### src/sv/chs_pkg.sv
package chs_pkg;

  // Default sizes of the bucket table and the node pool.
  localparam int DEF_BUCKETS = 256;
  localparam int DEF_POOL    = 1024;

  // Fixed field widths.
  localparam int KEY_W   = 32;
  localparam int FUNC_W  = 2;
  localparam int STAT_W  = 2;
  localparam int CNT_W   = 11;
  localparam int BC_W    = 9;
  localparam int IN_W    = 40;
  localparam int OUT_W   = 16;

  // Reset value of the bucket count register.
  localparam logic [BC_W-1:0] BC_RESET = 9'd256;

  // Register indexes.
  localparam logic REG_BUCKET_COUNT = 1'b0;

  // Operation codes.
  localparam logic [FUNC_W-1:0] FUNC_ADD   = 2'd0;
  localparam logic [FUNC_W-1:0] FUNC_FIND  = 2'd1;
  localparam logic [FUNC_W-1:0] FUNC_DEL   = 2'd2;
  localparam logic [FUNC_W-1:0] FUNC_FLUSH = 2'd3;

  // Result status codes.
  localparam logic [STAT_W-1:0] STAT_OK       = 2'd0;
  localparam logic [STAT_W-1:0] STAT_NOTFOUND = 2'd1;
  localparam logic [STAT_W-1:0] STAT_FULL     = 2'd2;

endpackage

### src/sv/chs_mod.sv
module chs_mod
  import chs_pkg::*;
(
  input  logic             clk,
  input  logic             rst,
  input  logic             start,
  input  logic [KEY_W-1:0] key,
  input  logic [BC_W-1:0]  divisor,
  output logic             done,
  output logic [BC_W-1:0]  rem
);

  localparam int STEPS = KEY_W / 2;
  localparam int SW    = $clog2(STEPS);

  logic             busy;
  logic [SW-1:0]    cnt;
  logic [KEY_W-1:0] sh;
  logic [BC_W-1:0]  dv;
  logic [BC_W-1:0]  rem_next;

  // Two restoring steps per cycle: shift in a key bit, subtract if it fits.
  always_comb begin
    logic [BC_W:0] r;
    r = {1'b0, rem};
    for (int i = 0; i < 2; i++) begin
      r = {r[BC_W-1:0], sh[KEY_W-1-i]};
      if (r >= {1'b0, dv}) begin
        r = r - {1'b0, dv};
      end
    end
    rem_next = r[BC_W-1:0];
  end

  // Step counter and operand registers.
  always_ff @(posedge clk) begin
    if (rst) begin
      busy <= 1'b0;
      done <= 1'b0;
      cnt  <= '0;
    end else begin
      done <= 1'b0;
      if (start) begin
        busy <= 1'b1;
        cnt  <= '0;
        sh   <= key;
        dv   <= divisor;
        rem  <= '0;
      end else if (busy) begin
        rem <= rem_next;
        sh  <= {sh[KEY_W-3:0], 2'b00};
        cnt <= cnt + 1'b1;
        if (cnt == SW'(STEPS - 1)) begin
          busy <= 1'b0;
          done <= 1'b1;
        end
      end
    end
  end

endmodule
### config.mk
export PLATFORM = sky130hd
export DESIGN_NAME = chs_mod
export DESIGN_NICKNAME = d
export VERILOG_FILES = /design/src/sv/chs_pkg.sv /design/src/sv/chs_mod.sv
export SDC_FILE = /design/constraint.sdc
export NUM_CORES = 1
export LEC_CHECK = 0
export BUFFER_PORTS_ARGS = -buffer_cell sky130_fd_sc_hd__clkbuf_2
export CAP_MARGIN = 40
export CORE_ASPECT_RATIO = 1.25
export CORE_UTILIZATION = 25
export CTS_CLUSTER_SIZE = 28
export DETAILED_ROUTE_END_ITERATION = 12
export PLACE_DENSITY = 0.48
export SLEW_MARGIN = 20
export SYNTH_ARGS = -nofsm -noshare
export SYNTH_HDL_FRONTEND = slang
export SYNTH_SLANG_ARGS = --single-unit
### constraint.sdc
create_clock -name clk -period 5.35 [get_ports clk]
set_input_delay 1.07 -clock clk [delete_from_list [all_inputs] [get_ports clk]]
set_output_delay 1.07 -clock clk [all_outputs]
set_load 0.02 [all_outputs]
==> results of run 1 <==
-- flip-flops by register name, indices dropped and copies added (netlist names) --
name / cells
sh: 32
dv: 9
rem: 9
cnt: 4
busy: 1
done: 1
-- layer usage --
layer | vias up | GRT usage [%] | wire length [um]
li1 | 1093 | - | -
met1 | 1069 | 12.6 | 2930
met2 | 54 | 19.3 | 3410
met3 | 14 | 2.87 | 345
met4 | 0 | 5.13 | 163
met5 | - | 0 | 0
-- cell families after synthesis --
| logic type | Yosys count | share of synthesized area, % |
|---|---|---|
| muxes | 41 | 13.9 |
| DFF | 56 | 49.7 |
| and+or+nand+nor | 58 | 9.32 |
| adders and majority gates | 21 | 8.52 |
| xor gates and xnor gates | 11 | 2.95 |
| buffers and inverters | 24 | 3.26 |
| AOI/OAI and AO/OA | 48 | 12.3 |
-- cell type report --
| cell class | instances | area, um^2 | share of cell area (%) |
|---|---|---|---|
| clock buffers | 5 | 125 | 3.21 |
| clock inverters | 3 | 22.5 | 0.578 |
| inverters | 16 | 60.1 | 1.54 |
| multi-input cells | 179 | 1540 | 39.5 |
| flip-flops and latches | 56 | 1620 | 41.6 |
| well taps | 168 | 210 | 5.40 |
| repair buffers | 57 | 315 | 8.10 |
-- critical path, delay by kind of cell, from the launching register on --
kind	cells	cell delay, ns
DFF	1	0.36
AOI/OAI and AO/OA	9	2.47
muxes	1	0.40
buffers and inverters	2	0.13
adders and majority gates	3	0.93
-- worst max-delay path by stage --
stage	from	slack [ns]	cells past startpoint	endpoint
after floorplan	start	1.45	4	rem[0]
after global placement	sh[31]	1.09	15	rem[7]
after detailed placement	sh[31]	0.96	15	rem[7]
after CTS	sh[31]	0.92	15	rem[7]
after global routing	sh[31]	0.55	15	rem[7]
final	sh[31]	0.89	15	rem[7]
-- power groups by stage --
stage / sequential [mW] / clock (mW) / combinational (mW)
5_1_grt: 0.595 / 0.360 / 1.11
6_report: 0.587 / 0.333 / 1.00
3_3_place_gp: 0.604 / 0 / 0.983
2_1_floorplan: 0.619 / 0 / 0.785
4_1_cts: 0.590 / 0.347 / 1.00
3_5_place_dp: 0.600 / 0 / 1.00
-- Yosys cell counts, types with 4 or more instances --
master	n
edfxtp_1	50
mux2_2	32
nor2_1	21
ha_1	19
inv_1	16
a21oi_1	12
mux2i_1	7
xor2_1	7
dfxtp_1	6
nand2_1	6
o21a_1	6
clkbuf_1	5
nand4_1	4
xnor2_1	4
-- placed cells by master, fill, tap and decap left out, types with 2 or more instances in the layout --
cell type  instances
clkbuf_2          53
edfxtp_1          50
mux2_2            32
nor2_1            20
ha_1              19
inv_1             16
a21oi_1           12
xor2_1             7
mux2i_1            7
nand2_1            6
o21a_1             6
dfxtp_1            6
clkbuf_16          5
nand4_1            4
xnor2_1            4
a211oi_2           3
o211ai_1           3
and2_1             3
a21o_1             3
nand3_1            3
nor2b_1            3
nor4_1             3
nor3_1             3
buf_4              3
o21ai_1            2
nand2b_1           2
mux2_1             2
o31ai_2            2
nor2_2             2
fa_1               2
-- per-stage QoR --
step | util, % | instances | cell area [um^2]
after CTS | 30.6 | 484 | 3890
after global routing | 30.6 | 484 | 3890
final | 30.6 | 484 | 3890
after global placement | 29.2 | 474 | 3710
after detailed placement | 29.5 | 476 | 3750
after floorplan | - | 259 | 3260
==> flow_metrics.tcl, run 1 <==
set metrics [dict create \
    fp.dieH_um 130 \
    sequentialPowerShare_pct 30.6 \
    whs_path_depth 2 \
    design.die.area_um2 13500 \
    drc_errors 0 \
    path_max_fanout 14 \
    postCtsSetupRepairBufs 0 \
    totalPowerFinal_mw 1.92 \
    synth_area_leader_cell "edfxtp_1" \
    gp_congestion 0.816 \
    syn_area_um2 3260 \
    cts_tree "built" \
    swShare_pct 39.7 \
    syn_area_per_cell_um2 12.6 \
    hpwl_um 5460 \
    synth_ff_type "edfxtp_1" \
    ant_nets 0 \
    setup_tns_ns 0 \
    power_density_nw_per_um2 493 \
    cp.arrival_ns 4.61 \
    numCtsBuffers 5 \
    slew_headroom_pct 46.6 \
    ys_top_cells_by_area "edfxtp_1, mux2_2, ha_1" \
    hold_class "flip-flop to flip-flop" \
    setup_viol 0 \
    nNetsFinal 380 \
    seq_area_frac_synth_pct 49.7 \
    endpoint_kind "flip-flop" \
    p_sw_uw 764 \
    required_ns 5.50 \
    postSynthNetCount 324 \
    port_buffers 53 \
    overflow 0 \
    netlist.area_leader.share_pct 46.0 \
    synth_edf_count 50 \
    clk_latency_ns 0.29 \
    reg2reg_slack_ns 0.89 \
    leakage_nw 1.55 \
    yosys_warnings 0 \
    rsz0062_at_grt "false" \
    grt_max_degree 37 \
    root_buffer "clkbuf_16" \
    cpMaxStageDelayCell "o21a_1" \
    clock_sink_count 56 \
    antenna_cells 0 \
    io_pins 54 \
    routed_via_density 4.61 \
    r2r-start "sh[31]" \
    fillers 1292 \
    fin_skew_ns 0.00617 \
    wl_um 6850 \
    drive_gt1_share_pct 34.8 \
    synthCells 259 \
    max_stage_delay_ns 0.45 \
    r2r_cells 15 \
    crit_type "flip-flop to flip-flop" \
    status "complete, no violations" \
    hold_viol 0 \
    path_cells "inv_1, ha_1, inv_1, fa_1, a211oi_2, o211a_1, o21a_1, mux2_1, ha_1, a21oi_1, a21oi_1, o31ai_2, o311ai_4, a211o_1, a21oi_2" \
    dieWidth_um 104 \
    cts_buffer_depth 2 \
    drv_slew 0 \
    wire_per_inst_um 14.2 \
    synthDistinctLibCells 55 \
    area_growth_pct 19.5 \
    core_um2 12700 \
    min_to "done" \
    num_vias 2230 \
    synth-seq-cells 56 \
    startpoint_type "flip-flop" \
    setup_slack_ns 0.890 \
    max_slew.worst_pin.slew_ns 0.799 \
    dr.first_iter.drc_count 91 \
    ctsHtreeMaxLevel 2 \
    worstHoldStart "cnt[3]" \
    row_count 46 \
    post-route-period-util_pct 83.4 \
    r2r_end "rem[7]" \
    first_pass_iters 5 \
    ys_async_sr_fraction_pct 0 \
    antenna_found_initial 0 \
    holdBufCountCts 0 \
    peakVddDrop_mv 0.218 \
    grt_pass1_vias 2368 \
    intPower_mw 1.16 \
    start_util_pct 25.6 \
    cap_viol_max_count 0 \
    period_minus_slack_ns 4.46 \
    clk_pin_slew_ns 0.07 \
    grt_pass1_wl_um 11600 \
    maxClockFrequency_mhz 224 \
    pwr-share-clk_pct 17.3 \
    pwr-share-comb_pct 52.1 \
    grt_usage_pct 11.0 \
    cts_resized 0 \
    whs_ns 0.473 \
    place_ws_ns 0.960 \
]
No activity file was read; power rests on OpenSTA's default activity.
==> run 2, diff against run 1 <==
--- a/config.mk
+++ b/config.mk
@@ -5,6 +5,7 @@
 export SDC_FILE = /design/constraint.sdc
 export NUM_CORES = 1
 export LEC_CHECK = 0
+export ABC_AREA = 1
 export BUFFER_PORTS_ARGS = -buffer_cell sky130_fd_sc_hd__clkbuf_2
 export CAP_MARGIN = 40
 export CORE_ASPECT_RATIO = 1.25
==> constraint.sdc (replaced) <==
create_clock -name clk -period 4.46 [get_ports clk]
set_input_delay 0.892 -clock clk [delete_from_list [all_inputs] [get_ports clk]]
set_output_delay 0.892 -clock clk [all_outputs]
set_load 0.02 [all_outputs]
==> flow_metrics.tcl, run 2 <==
set metrics [dict create \
    gp_congestion 0.887 \
    p_sw_mw 1.20 \
    syn_area_um2 3340 \
    final_common_cell "nand2_1" \
    synthDistinctLibCells 34 \
    sequentialPowerShare_pct 27.2 \
    hold_viol 0 \
    yosysMostFrequentCell "nand2_1" \
    core_um2 12800 \
    nNetsFinal 525 \
    whs_path_depth 2 \
    ys_top_cells_by_area "edfxtp_1, nand2_1, ha_1" \
    max_slew.worst_pin.slew_ns 0.539 \
    grt_usage_pct 11.8 \
    overflow 0 \
    start_util_pct 26.0 \
    crit_type "flip-flop to flip-flop" \
    port_buffers 53 \
    cpMaxStageDelayCell "fa_1" \
    ys_async_sr_fraction_pct 0 \
    postCtsSetupRepairBufs 0 \
    grt_max_degree 42 \
    worstHoldStart "cnt[0]" \
    io_pins 54 \
    postPlaceCellArea_um2 3800 \
    period_minus_slack_ns 3.64 \
    post-route-period-util_pct 81.5 \
    status "complete, no violations" \
    first_pass_iters 4 \
    r2r_end "rem[6]" \
    required_ns 4.50 \
    row_count 46 \
    hpwl_um 5870 \
    pwr-share-clk_pct 16.8 \
    num_vias 2685 \
    wl_um 7600 \
    cts_resized 0 \
    cts_tree "built" \
    wire_per_inst_um 12.1 \
    clk_pin_slew_ns 0.07 \
    design.die.area_um2 13800 \
    synth_common_cells "nand2_1, edfxtp_1, inv_1, nor2_1, ha_1" \
    clk_latency_ns 0.29 \
    slew_headroom_pct 64.1 \
    pwr-share-comb_pct 56.1 \
    rsz0062_at_grt "false" \
    power_density_nw_per_um2 685 \
    seq_area_frac_synth_pct 48.6 \
    antenna_cells 0 \
    ant_nets 0 \
    holdBufCountCts 0 \
    maxClockFrequency_mhz 275 \
    numCtsBuffers 5 \
    dr.first_iter.drc_count 99 \
    mostFrequentLayoutCells "nand2_1, clkbuf_2, inv_1, edfxtp_1, nor2_1" \
    startpoint_type "flip-flop" \
    drive_gt1_share_pct 16.7 \
    clock_sink_count 56 \
    hold_class "flip-flop to flip-flop" \
    largest_register_ffs 32 \
    r2r-start "sh[31]" \
    synthCells 405 \
    place_ws_ns 0.838 \
    postSynthNetCount 470 \
    r2r_cells 21 \
    path_cells "inv_1, ha_1, inv_1, fa_1, nand2_1, nand3_2, nand2_2, nand2_4, o21ai_0, inv_1, ha_1, nand3_1, nand3_2, nand2_1, nand2_1, a21oi_2, nand2_1, nor2_1, nand2_1, nand2_1, nor2_1" \
    routed_via_density 4.27 \
    fin_area_um2 3970 \
    setup_slack_ns 0.824 \
    reg2reg_slack_ns 0.82 \
    grt_pass1_wl_um 13100 \
    intPower_mw 1.52 \
    yosys_warnings 0 \
    biggestRegsByFlops "sh: 32 flops, dv: 9 flops, rem: 9 flops" \
    ctsHtreeMaxLevel 2 \
    antenna_found_initial 0 \
    min_to "cnt[0]" \
    cts_buffer_depth 2 \
    setup_tns_ns 0 \
    fin_skew_ns 0.00472 \
    synth_edf_count 50 \
    cp_common_cell "nand2_1" \
    synth_ff_type "edfxtp_1" \
    leakage_nw 1.95 \
    swShare_pct 44.2 \
    max_stage_delay_ns 0.43 \
    drv_slew 0 \
    netlist.area_leader.share_pct 45.0 \
    drc_errors 0 \
    cp.arrival_ns 3.68 \
    path_max_fanout 8 \
    setup_viol 0 \
    syn_area_per_cell_um2 8.24 \
    cap_viol_max_count 0 \
    root_buffer "clkbuf_16" \
    synth_area_leader_cell "edfxtp_1" \
    synth-seq-cells 56 \
    area_growth_pct 19.1 \
    peakVddDrop_mv 0.220 \
    endpoint_kind "flip-flop" \
    regMostFlops "sh" \
    dieWidth_um 105 \
    fp.dieH_um 131 \
    totalPowerFinal_mw 2.72 \
    grt_pass1_vias 2860 \
]
run 2: changes by cell type after synthesis, moves of 7 or more:
cell | previous run | this run
inv_1 | 16 | 50
mux2_2 | 32 | 0
mux2i_1 | 7 | 0
nand2_1 | 6 | 171
nand3_1 | 3 | 10
nor2_1 | 21 | 29
run 2: worst max-delay path by stage:
stage                     startpoint  endpoint  slack, ns  depth (start not counted)
after detailed placement      sh[31]    rem[6]       0.84                         21
final                         sh[31]    rem[6]       0.82                         21
after global routing          sh[31]    rem[6]       0.42                         21
after floorplan                start    rem[0]       0.73                          4
after CTS                     sh[31]    rem[6]       0.82                         21
after global placement        sh[31]    rem[6]       0.95                         21
run 2: final cells by class:
class / count / area [um^2]
fill: 1379 / 8860
sequential: 56 / 1620
multi-input combinational: 289 / 1480
timing repair buffer: 57 / 295
tap: 168 / 210
inverter: 51 / 191
clock buffer: 5 / 125
clock inverter: 3 / 46.3
run 2: power by group through the flow:
stage          clock network [mW]  registers (mW)  logic, mW
2_1_floorplan                   0           0.787       1.18
3_3_place_gp                    0           0.749       1.52
3_5_place_dp                    0           0.752       1.52
4_1_cts                     0.474           0.740       1.53
5_1_grt                     0.493           0.750       1.77
6_report                    0.456           0.739       1.53
run 2: through the flow:
step / utilization, % / hold WS, ns / instances
floorplan: - / 0.477 / 405
global placement: 29.6 / 0.496 / 620
detailed placement: 29.6 / 0.497 / 621
CTS: 31.0 / 0.509 / 629
global route: 31.0 / 0.525 / 629
finish: 31.0 / 0.509 / 629
run 2: cells by family (layout without fill, tap and decap cells):
kind of cell | after synthesis | after routing | synth area share, %
XOR/XNOR | 10 | 10 | 2.63
AO/OA/AOI/OAI | 25 | 25 | 4.28
AND/OR/NAND/NOR | 233 | 233 | 28.9
buffers and inverters | 60 | 116 | 7.28
flip-flops | 56 | 56 | 48.6
adder cells (fa/ha/maj) | 21 | 21 | 8.33
run 2: worst max-delay path: cells and delay by family, from the launching register on:
family                     cells  cell delay [ns]
and+or+nand+nor               13             1.32
adders and majority gates      3             0.98
AOI/OAI and AO/OA              2             0.47
DFF                            1             0.39
buffers and inverters          3             0.23
run 2: per-layer routing:
metal	GRT usage (%)	wire length [um]	vias up	share of wire, %
met5	0	0	-	0
met4	4.23	119	0	1.6
met3	2.48	361	11	4.8
met2	20.9	3700	65	49
met1	13.9	3410	1205	45
li1	-	-	1404	-
